<file path="config.mk">
export PLATFORM = sky130hd
export DESIGN_NAME = work_stealing_task_dispatcher
export DESIGN_NICKNAME = d
export VERILOG_FILES = /design/src/rtl/wstd_pkg.sv /design/src/rtl/wstd_ctrl.sv /design/src/rtl/wstd_datapath.sv /design/src/rtl/work_stealing_task_dispatcher.sv
export SDC_FILE = /design/constraint.sdc
export NUM_CORES = 1
export LEC_CHECK = 0
export ABC_CLOCK_PERIOD_IN_PS = 9680
export CAP_MARGIN = 40
export CELL_PAD_IN_SITES_DETAIL_PLACEMENT = 1
export CELL_PAD_IN_SITES_GLOBAL_PLACEMENT = 2
export CORE_MARGIN = 2
export CORE_UTILIZATION = 40
export DETAILED_ROUTE_END_ITERATION = 6
export DONT_BUFFER_PORTS = 1
export PLACE_DENSITY = 0.77
export SYNTH_ARGS = -nofsm -noshare
export SYNTH_HDL_FRONTEND = slang
export SYNTH_SLANG_ARGS = --single-unit
</file>
<file path="constraint.sdc">
create_clock -name i_clk -period 9.68 [get_ports i_clk]
set_input_delay 0 -clock i_clk [delete_from_list [all_inputs] [get_ports i_clk]]
set_output_delay 0 -clock i_clk [all_outputs]
set_load 0.005 [all_outputs]
</file>
<file path="src/rtl/wstd_pkg.sv">
`timescale 1ns / 1ps
// Package for the work-stealing task dispatcher: request and result beat types,
// request codes, controller command struct and parameter defaults. No dependencies.
package wstd_pkg;

    localparam int WORKERS_DEF     = 4;
    localparam int QUEUE_DEPTH_DEF = 16;

    localparam logic [1:0] REQ_PUSH  = 2'd0;
    localparam logic [1:0] REQ_FETCH = 2'd1;
    localparam logic [1:0] REQ_DONE  = 2'd2;

    typedef struct packed {
        logic [1:0]  req_type;
        logic [1:0]  queue_index;
        logic [15:0] task_handle;
    } t_req;

    typedef struct packed {
        logic        found;
        logic [15:0] given_handle;
        logic [1:0]  source_queue;
        logic        stolen;
        logic        overflow;
        logic [6:0]  pending_count;
    } t_rsp;

    typedef struct packed {
        logic capture;   // latch the request beat
        logic execute;   // update queues, access the store
    } t_ctl_cmd;

endpackage

</file>
<file path="src/rtl/wstd_ctrl.sv">
`timescale 1ns / 1ps
// Controller of the dispatcher: accept / execute / respond sequencing.
// Depends on wstd_pkg.
module wstd_ctrl (
    input  logic                i_clk,
    input  logic                i_rst_n,
    input  logic                i_start,
    output logic                o_busy,
    output logic                o_valid,
    output wstd_pkg::t_ctl_cmd  o_cmd
);

    typedef enum logic [1:0] {
        S_IDLE,
        S_EXEC,
        S_RESP
    } t_state;

    t_state r_state;
    t_state n_state;
    logic   r_busy;
    logic   r_valid;
    logic   accept;

    assign accept = i_start && !r_busy;

    always_comb begin
        case (r_state)
            S_IDLE:  n_state = accept ? S_EXEC : S_IDLE;
            S_EXEC:  n_state = S_RESP;
            S_RESP:  n_state = accept ? S_EXEC : S_IDLE;
            default: n_state = S_IDLE;
        endcase
    end

    always_ff @(posedge i_clk) begin
        if (!i_rst_n) begin
            r_state <= S_IDLE;
            r_busy  <= 1'b0;
            r_valid <= 1'b0;
        end else begin
            r_state <= n_state;
            r_busy  <= (n_state == S_EXEC);
            r_valid <= (n_state == S_RESP);
        end
    end

    assign o_busy        = r_busy;
    assign o_valid       = r_valid;
    assign o_cmd.capture = accept;
    assign o_cmd.execute = (r_state == S_EXEC);

endmodule

</file>
<file path="src/rtl/wstd_datapath.sv">
`timescale 1ns / 1ps
// Datapath of the dispatcher: per-worker deque pointers, task store,
// victim pick and pending counter. Depends on wstd_pkg.
module wstd_datapath #(
    parameter int WORKERS     = wstd_pkg::WORKERS_DEF,
    parameter int QUEUE_DEPTH = wstd_pkg::QUEUE_DEPTH_DEF
) (
    input  logic               i_clk,
    input  logic               i_rst_n,
    input  wstd_pkg::t_ctl_cmd i_cmd,
    input  wstd_pkg::t_req     i_req,
    output wstd_pkg::t_rsp     o_rsp
);

    localparam int QW       = $clog2(WORKERS);
    localparam int FW       = (QUEUE_DEPTH > 2) ? $clog2(QUEUE_DEPTH) : 1;
    localparam int CW       = $clog2(QUEUE_DEPTH + 1);
    localparam int SW       = FW + 1;
    localparam int SLOTS    = WORKERS * QUEUE_DEPTH;
    localparam int AW       = $clog2(SLOTS);
    localparam int PEND_CAP = (SLOTS < 127) ? SLOTS : 127;

    wstd_pkg::t_req r_req;

    logic [FW-1:0] r_front [WORKERS];
    logic [CW-1:0] r_count [WORKERS];
    logic [6:0]    r_pending;
    logic [15:0]   r_store [SLOTS];
    logic [15:0]   r_rd_data;
    logic          r_found;
    logic [1:0]    r_src;
    logic          r_stolen;
    logic          r_ovf;

    logic [4:0]         q_ext;
    logic [QW-1:0]      q;
    logic [4:0]         v_ext;
    logic [WORKERS-1:0] nonempty;
    logic               own_hit;
    logic               vict_hit;
    logic [QW-1:0]      vict_q;
    logic [QW-1:0]      tq;
    logic [FW-1:0]      tq_front;
    logic [CW-1:0]      tq_count;
    logic               full;
    logic [FW-1:0]      front_dec;
    logic [FW-1:0]      front_inc;
    logic [SW-1:0]      back_sum;
    logic [FW-1:0]      back_slot;

    logic          wr_en;
    logic          rd_en;
    logic          upd_front;
    logic [FW-1:0] n_front;
    logic          cnt_inc;
    logic          cnt_dec;
    logic [FW-1:0] slot;
    logic [AW-1:0] addr;
    logic          pend_inc;
    logic          pend_dec;
    logic          n_found;
    logic          n_stolen;
    logic          n_ovf;

    // queue index reduced modulo WORKERS (value < 2*WORKERS)
    always_comb begin
        q_ext = 5'(r_req.queue_index);
        if (q_ext >= 5'(WORKERS)) begin
            q_ext = q_ext - 5'(WORKERS);
        end
        q = q_ext[QW-1:0];
    end

    always_comb begin
        for (int w = 0; w < WORKERS; w++) begin
            nonempty[w] = (r_count[w] != '0);
        end
    end

    assign own_hit = nonempty[q];

    // rotating priority pick: nearest victim after q wins
    always_comb begin
        vict_hit = 1'b0;
        vict_q   = '0;
        v_ext    = '0;
        for (int j = WORKERS - 1; j >= 1; j--) begin
            v_ext = 5'(q) + 5'(j);
            if (v_ext >= 5'(WORKERS)) begin
                v_ext = v_ext - 5'(WORKERS);
            end
            if (nonempty[v_ext[QW-1:0]]) begin
                vict_hit = 1'b1;
                vict_q   = v_ext[QW-1:0];
            end
        end
    end

    assign tq       = (r_req.req_type == wstd_pkg::REQ_FETCH && !own_hit) ? vict_q : q;
    assign tq_front = r_front[tq];
    assign tq_count = r_count[tq];
    assign full     = (tq_count == CW'(QUEUE_DEPTH));

    assign front_dec = (tq_front == '0) ? FW'(QUEUE_DEPTH - 1) : tq_front - 1'b1;
    assign front_inc = (tq_front == FW'(QUEUE_DEPTH - 1)) ? '0 : tq_front + 1'b1;

    always_comb begin
        back_sum = SW'(tq_front) + SW'(tq_count) - 1'b1;
        if (back_sum >= SW'(QUEUE_DEPTH)) begin
            back_sum = back_sum - SW'(QUEUE_DEPTH);
        end
        back_slot = back_sum[FW-1:0];
    end

    always_comb begin
        wr_en     = 1'b0;
        rd_en     = 1'b0;
        upd_front = 1'b0;
        n_front   = tq_front;
        cnt_inc   = 1'b0;
        cnt_dec   = 1'b0;
        slot      = tq_front;
        pend_inc  = 1'b0;
        pend_dec  = 1'b0;
        n_found   = 1'b0;
        n_stolen  = 1'b0;
        n_ovf     = 1'b0;
        case (r_req.req_type)
            wstd_pkg::REQ_PUSH: begin
                if (full) begin
                    n_ovf = 1'b1;
                end else begin
                    wr_en     = 1'b1;
                    upd_front = 1'b1;
                    n_front   = front_dec;
                    slot      = front_dec;
                    cnt_inc   = 1'b1;
                    pend_inc  = (r_pending < 7'(PEND_CAP));
                end
            end
            wstd_pkg::REQ_FETCH: begin
                if (own_hit) begin
                    rd_en     = 1'b1;
                    upd_front = 1'b1;
                    n_front   = front_inc;
                    cnt_dec   = 1'b1;
                    n_found   = 1'b1;
                end else if (vict_hit) begin
                    rd_en     = 1'b1;
                    slot      = back_slot;
                    cnt_dec   = 1'b1;
                    n_found   = 1'b1;
                    n_stolen  = 1'b1;
                end
            end
            wstd_pkg::REQ_DONE: begin
                pend_dec = (r_pending != '0);
            end
            default: begin
            end
        endcase
    end

    assign addr = AW'(AW'(tq) * AW'(QUEUE_DEPTH) + AW'(slot));

    always_ff @(posedge i_clk) begin
        if (i_cmd.capture) begin
            r_req <= i_req;
        end
        if (i_cmd.execute) begin
            r_found  <= n_found;
            r_src    <= 2'(tq);
            r_stolen <= n_stolen;
            r_ovf    <= n_ovf;
        end
    end

    // task store: one port, registered read
    always_ff @(posedge i_clk) begin
        if (i_cmd.execute && wr_en) begin
            r_store[addr] <= r_req.task_handle;
        end
        if (i_cmd.execute && rd_en) begin
            r_rd_data <= r_store[addr];
        end
    end

    always_ff @(posedge i_clk) begin
        if (!i_rst_n) begin
            for (int w = 0; w < WORKERS; w++) begin
                r_front[w] <= '0;
                r_count[w] <= '0;
            end
            r_pending <= '0;
        end else if (i_cmd.execute) begin
            if (upd_front) begin
                r_front[tq] <= n_front;
            end
            if (cnt_inc) begin
                r_count[tq] <= tq_count + 1'b1;
            end else if (cnt_dec) begin
                r_count[tq] <= tq_count - 1'b1;
            end
            if (pend_inc) begin
                r_pending <= r_pending + 1'b1;
            end else if (pend_dec) begin
                r_pending <= r_pending - 1'b1;
            end
        end
    end

    assign o_rsp.found         = r_found;
    assign o_rsp.given_handle  = r_found ? r_rd_data : '0;
    assign o_rsp.source_queue  = r_found ? r_src : '0;
    assign o_rsp.stolen        = r_stolen;
    assign o_rsp.overflow      = r_ovf;
    assign o_rsp.pending_count = r_pending;

endmodule

</file>
<file path="src/rtl/work_stealing_task_dispatcher.sv">
`timescale 1ns / 1ps
// Work-stealing task dispatcher. Result strobe o_valid is high in the
// respond state, which follows the execute state of the accepted beat.
// The single-port task store access and the pointer update share the
// execute cycle, and a new beat is taken while the result is shown.
// Synchronous active-low reset empties all queues and clears the pending
// count; the store keeps its contents.
module work_stealing_task_dispatcher #(
    parameter int WORKERS     = wstd_pkg::WORKERS_DEF,
    parameter int QUEUE_DEPTH = wstd_pkg::QUEUE_DEPTH_DEF
) (
    input  logic            i_clk,
    input  logic            i_rst_n,
    input  logic            start,
    output logic            busy,
    input  wstd_pkg::t_req  i_req,
    output logic            o_valid,
    output wstd_pkg::t_rsp  o_rsp
);

    wstd_pkg::t_ctl_cmd cmd;

    wstd_ctrl u_ctrl (
        .i_clk   (i_clk),
        .i_rst_n (i_rst_n),
        .i_start (start),
        .o_busy  (busy),
        .o_valid (o_valid),
        .o_cmd   (cmd)
    );

    wstd_datapath #(
        .WORKERS     (WORKERS),
        .QUEUE_DEPTH (QUEUE_DEPTH)
    ) u_datapath (
        .i_clk   (i_clk),
        .i_rst_n (i_rst_n),
        .i_cmd   (cmd),
        .i_req   (i_req),
        .o_rsp   (o_rsp)
    );

endmodule

</file>
# [Yosys cells after proc, flatten, opt, wreduce, memory -nomap -nowiden]
# Memory sizes are Yosys's and may differ from the RTL's. A register that Yosys moved wholly into a read port is not among the register bits.
# Cells that the tools add are included.
[totals] reg_bits=36 ram_bits=1060 inputBits=23 output_inout_bits=30 word_cells=136 n_memories=3
[memory_table] memory="u_datapath.r_store" depth=64 width=16 read_ports=1 rd_clocked_by_memory_dff=1 write_ports=1 line="wstd_datapath.sv:28" rtl="logic [15:0] r_store [SLOTS];"
[memory_table] memory="u_datapath.r_count" depth=4 width=5 read_ports=5 rd_clocked_by_memory_dff=0 write_ports=4 line="wstd_datapath.sv:26" rtl="logic [CW-1:0] r_count [WORKERS];"
[memory_table] memory="u_datapath.r_front" depth=4 width=4 read_ports=1 rd_clocked_by_memory_dff=0 write_ports=4 line="wstd_datapath.sv:25" rtl="logic [FW-1:0] r_front [WORKERS];"
[op_classes] n_addsub=16 n_lt_le_gt_ge=9 eq_ne=8 mux=67 bitwise=2 reduce_logical=20
[op_table] op="$mux 1" count=36
[op_table] op="$mux 4" count=8
[op_table] op="$mux 2" count=10
[op_table] op="$reduce_bool 5->1" count=4
[op_table] op="$mux 16" count=1
[op_table] op="$pmux 4 s2" count=2
[op_table] op="$mux 7" count=2
[op_table] op="$lt 2x3->1 const B" count=4
[op_table] op="$mux 5" count=2
[op_table] op="$sub 5x1->5 const B" count=2
[op_table] op="$ge 3x3->1 const B" count=3
[op_table] op="$bmux 1 s2" count=4
[op_table] op="$sub 4x1->4 const B" count=2
[op_table] op="$add 7x1->7 const B" count=1
[op_table] op="$lt 7x7->1 const B" count=1
[op_table] op="$reduce_bool 7->1" count=1
[op_table] op="$sub 7x1->7 const B" count=1
[op_table] op="$add 2x2->3 const B" count=2
[op_table] op="$add 6x4->6" count=1
[op_table] op="$eq 2x1->1 const B" count=3
[op_table] op="$eq 2x2->1 const B" count=3
[op_table] op="$sub 2x1->2 const B" count=3
[op_table] op="$add 4x5->5" count=1
[op_table] op="$add 5x1->5 const B" count=1
[op_table] op="other kinds (18)" count=24

# [Depth between registers and ports, before layout]
# An unclocked memory read counts as a cell.
[depth] word_depth=20 depth_mapped=29 ltp_nobuf=24

# [Modules after synthesis]
# Synthesis repeated with hierarchy kept, for this count alone.
[unflattened] hier_cells=3160 hier_area_um2=45997.9
[modules_own_cells] mod="wstd_datapath" instances=1 cells_per_inst=3150 area_per_inst_um2=45875.2 seq_area_each_um2=33201.8
[modules_own_cells] mod="wstd_ctrl" instances=1 cells_per_inst=10 area_per_inst_um2=122.6 seq_area_each_um2=60.1

# [Worst setup path before layout]
# Ideal clock, no wire load.
[synth_timing] path_type="reg-to-reg" from="memory u_datapath.r_count[1][1] (netlist name)" to="memory u_datapath.r_store[16][0] (enable)" setup_time_ns=0.388 t_arrival_ns=6.363 required_ns=9.292 slack_ns=2.928 path_stages_with_launch=24 n_path_buf=3 synth_period_minus_slack_ns=6.752 cell_sequence="edfxtp_1 or3_4 or4_4 a211o_4 o21ai_2 nor3_1 a21o_1 buf_6 inv_4 mux4_2 buf_6 xnor2_1 ha_1 inv_1 fa_1 o211ai_1 o41ai_1 or4_1 mux2i_1 o32ai_4 nor2_1 clkbuf_1 nand2_1 nor2_1"
[synth_rtl] item="start: declaration" line="wstd_datapath.sv:26"
[synth_rtl] item="end: declaration" line="wstd_datapath.sv:28"

# [Worst setup path in the final report]
[layout_timing] from="register u_datapath.r_req[18] (netlist name)" to="register u_datapath.r_rd_data[14], read port of u_datapath.r_store, data pin"
[layout_via] elab_chain_cells=12 elab_cells_between_ends=22 cone_classes="add/sub (5); order compare (1); eq/ne (2); mux (8); reduce/logical (4); memory (2)"
[layout_rtl] item="start: declaration" line="wstd_datapath.sv:23" rtl="wstd_pkg::t_req r_req;"
[layout_rtl] item="start signal: assignment" line="wstd_datapath.sv:168" rtl="r_req <= i_req;"
[layout_rtl] item="$eq 2x1->1" line="wstd_datapath.sv:99, wstd_datapath.sv:128"
[layout_rtl] item="$logic_and 1x1->1" line="wstd_datapath.sv:99" rtl="assign tq = (r_req.req_type == wstd_pkg::REQ_FETCH && !own_hit) ? vict_q : q;"
[layout_rtl] item="$mux 2" line="wstd_datapath.sv:99"
[layout_rtl] item="$mem_v2 4x4 / $mem_v2 4x5 (equally long branches)"
[layout_rtl] item="$add 4x5->5" line="wstd_datapath.sv:108" rtl="back_sum = SW'(tq_front) + SW'(tq_count) - 1'b1;"
[layout_rtl] item="$sub 5x1->5" line="wstd_datapath.sv:108"
[layout_rtl] item="$sub 4x1->4 / $ge 5x5->1 (equally long branches)" line="wstd_datapath.sv:110, wstd_datapath.sv:109"
[layout_rtl] item="$mux 4" line="wstd_datapath.sv:109" rtl="if (back_sum >= SW'(QUEUE_DEPTH)) begin"
[layout_rtl] item="$mux 4" line="wstd_datapath.sv:148" rtl="end else if (vict_hit) begin"
[layout_rtl] item="$mux 4" line="wstd_datapath.sv:142" rtl="if (own_hit) begin"
[layout_rtl] item="$pmux 4 s2" line="wstd_datapath.sv:128" rtl="case (r_req.req_type)"
[layout_rtl] item="$add 6x4->6 *" line="wstd_datapath.sv:164" rtl="assign addr = AW'(AW'(tq) * AW'(QUEUE_DEPTH) + AW'(slot));"
[layout_rtl] item="named net u_datapath.addr[4]" line="wstd_datapath.sv:58" rtl="logic [AW-1:0] addr;"
[layout_rtl] item="end: declaration" line="wstd_datapath.sv:29" rtl="logic [15:0] r_rd_data;"
# The timed path passes the listed nets; every way through them passes the cells marked *.
# A chain may end at the register's enable or synchronous reset.

==> results by group <==
Power
  – Tot Pwr: 11.9 mW
  – LEAKAGE: ~17 nW
  – VDD IR max: roughly 0.16 mV
  – Pwr Density: ~230 mW/mm^2

Routing
  – DR DRC count: 0
  – Via count: 30700
  – Avg Vias per Cell: approximately 6.3
  – DR WL/cell: about 34 microns
  – DRT iter0 DRCs: between 4000 and 5000
  – Post-route ant nets: 0
  – Drt first pass iters: 6
  – Post-Route WL: between 150000 and 200000 microns

Clocking
  – CTS tree: yes
  – Clock buffer depth: 3
  – Root Buffer: clkbuf_16
  – Clock net sink count: 1111
  – Worst-skew pair later-pin latency: around 740 ps
  – CTS resizes: 0
  – H-tree depth: 3
  – CTS Buf Count: between 100 and 150
  – Clock slew at reported path FFs: around 60 ps

Final layout
  – Commonest non-fill, non-tap cells in the layout: edfxtp_1, nand2_1, buf_4
  – Antenna diode count: 0
  – Share of cells above drive strength 1: between 15 and 20%
  – Final net count: between 3000 and 4000
  – Area Overhead vs Synth: 15.3%
  – Most common cell after layout, fill and taps aside: edfxtp_1
  – Finished Layout Cells: just under 5000

Timing
  – Clk_skew: 42.6 ps
  – Worst Setup Slack, final: between 1000 and 1500 ps
  – Fmax: 0.120 GHz
  – RSZ-0062 raised after global routing: false
  – Tcrit/Tclk final: 86.1%
  – Actual slew at the worst max-slew pin: around 970 ps
  – Max-slew violations: 0
  – Final Hold Vio Count: 0
  – Relative max-transition margin: about a third
  – Tmin final: between 8000 and 9000 ps
  – Post-route setup TNS: 0 ps
  – Final Setup Violations: 0

Yosys
  – Sequential fraction of the synthesis area: 73.0%
  – Synth Flop Type: edfxtp_1
  – Synth warn: 0
  – Cells after synthesis: about 3100
  – Cell Area, Synth: between 0.04 and 0.05 sq mm
  – Asr flop ratio synth: 0%
  – Share of the synthesized area in the top cell type: between 70% and 80%
  – Top area cells in the synthesized netlist: edfxtp_1, nand2_1, mux2i_1, mux2_2, a211oi_1
  – FF+latch count, synth: about 1100
  – Area leader, netlist: edfxtp_1
  – Number of flops mapped to enable cells by yosys: ~1100
  – Syn_nets: ~3100
  – Avg Cell Area, Syn: about 15 sq um
  – Yosys cell types: 96

Floorplanning
  – Row cnt: between 100 and 150
  – I/O pin count: 53
  – Die height: around 340 microns
  – Initial Utilization: around 40%
  – Total die area: ~0.12 sq mm
  – Die width: between 300 and 400 microns
  – Core area: between 0.1 and 0.15 sq mm

Worst setup path
  – Crit. End Element: flop
  – Crit Path Class: flop to flop
  – Crit path launch type: flop
  – Worst r2r path cells: 22
  – Peak fanout along the critical path: 19
  – WP data required: 10270 ps
  – R2r setup slk: about 1400 ps
  – Worst EP arrival: between 8000 and 9000 ps

Placement
  – Cells after DPL: roughly 4600
  – Worst slack, placed: around 1400 ps
  – DPL Wire Length: a little over 100000 microns
  – Placer Congestion: approximately 0.96
  – # port buffers: 0

GRT
  – First-pass GRT wire length: roughly 240000 microns
  – Vias in the first global route: between 30000 and 40000
  – Initial antenna violation count: 12
  – Largest net degree at the start of global routing: 73
  – GRT Overall Usage: between 20 and 30%
  – Grt ovf: 0

Min path
  – Worst hold path depth: 2
  – Worst Hold Class: primary input to flop

Run
  – Max Cap Viol: 0

Status
  – Status: finished clean
-- path summary, 6_finish.rpt --
check                        from                       end
min                       i_rst_n   u_datapath.r_pending[2]
min reg2reg     u_ctrl.r_state[0]             u_ctrl.o_busy
max reg2reg  u_datapath.r_req[18]  u_datapath.r_rd_data[14]
max          u_datapath.r_req[18]  u_datapath.r_rd_data[14]
-- through the flow --
step / hold slack [ps] / area [sq um] / util (%)
global placement: 98.9 / 48000 / 42.6
floorplan: 98.9 / 45500 / -
detailed placement: 98.9 / 48400 / 42.9
CTS: 361 / 52500 / 46.6
global route: 403 / 52500 / 46.6
finish: 418 / 52500 / 46.6
-- repair_timing --
| action | in CTS | in global routing |
|---|---|---|
| endpoints found under the hold margin | 98 | 0 |
| hold buffers | 42 | 0 |
| buffers inserted | 0 | 0 |
-- state kept, by name (all words and copies together), names as in the netlist, 2 cells and up --
name and flops:
u_datapath.q 2, u_datapath.r_front 16, u_datapath.r_store 1024, u_datapath.r_rd_data 16
u_datapath.r_req 18, u_datapath.r_count 20, u_datapath.r_pending 7, u_datapath.r_src 2
-- power breakdown --
group / total, mW / switching (mW) / internal (mW)
registers: 5.35 / 0.0185 / 5.33
logic: 2.13 / 1.55 / 0.584
clock network: 4.45 / 1.92 / 2.53
total: 11.9 / 3.48 / 8.45
-- worst max-delay path, cell delays in order (launching register included) --
cell      delay [ps]
edfxtp_1         690
nand2b_1         250
or4_4            470
a211o_4          370
o21a_1           310
nand2_8          200
a21o_1           390
inv_4            100
mux4_2           610
xnor2_1          230
ha_1             170
inv_1             60
fa_1             470
o211ai_1         130
o41ai_1          110
or4_1            500
mux2i_1          310
o32a_2           720
nand2_1          600
a211oi_1         800
a31oi_1          280
a31oi_1          270
or4_1            130
-- cell type report --
cell class / count / area (sq um)
Clock buffer: 131 / 2920
Multi-Input combinational cell: 1765 / 11400
Inverter: 28 / 108
Sequential cell: 1111 / 33300
Tap cell: 1500 / 1880
Clock inverter: 75 / 817
Timing Repair Buffer: 241 / 2170
Fill cell: 11100 / 60100
-- layer usage --
layer  wire length (microns)  GRT usage [%]  up-vias
met5                      69              0        -
met4                    7760           12.0       10
met3                   17100           6.01      367
met2                   75600           43.6     1861
met1                   65900           38.6    16000
li1                        -              -    12500
-- cells in the mapped netlist, types with 13 or more instances --
cell          n
edfxtp_1   1101
nand2_1     416
nor2_1      139
nand3_1     115
a211oi_1    106
mux2i_1     102
o21ai_0      92
buf_2        87
a21oi_1      80
and3_1       77
mux2_2       73
a221oi_1     70
clkbuf_1     68
a22oi_1      57
nor3_1       42
a31oi_1      40
a311oi_1     28
and2_1       27
inv_1        25
o211ai_1     24
buf_1        23
buf_4        18
a2111oi_0    17
o22ai_1      17
a21o_1       13
nor2b_1      13
-- kinds of logic (layout without fill, tap and decap cells) --
logic type	Yosys count	in the layout	synth area share (%)
xor gates and xnor gates	12	12	0.231
DFF	1111	1111	73.0
adders and majority gates	13	13	0.390
and+or+nand+nor	907	907	9.26
buffers and inverters	228	475	2.34
muxes	177	177	4.15
AOI/OAI and AO/OA	656	656	10.6
Power figures use the tool's default switching activity.
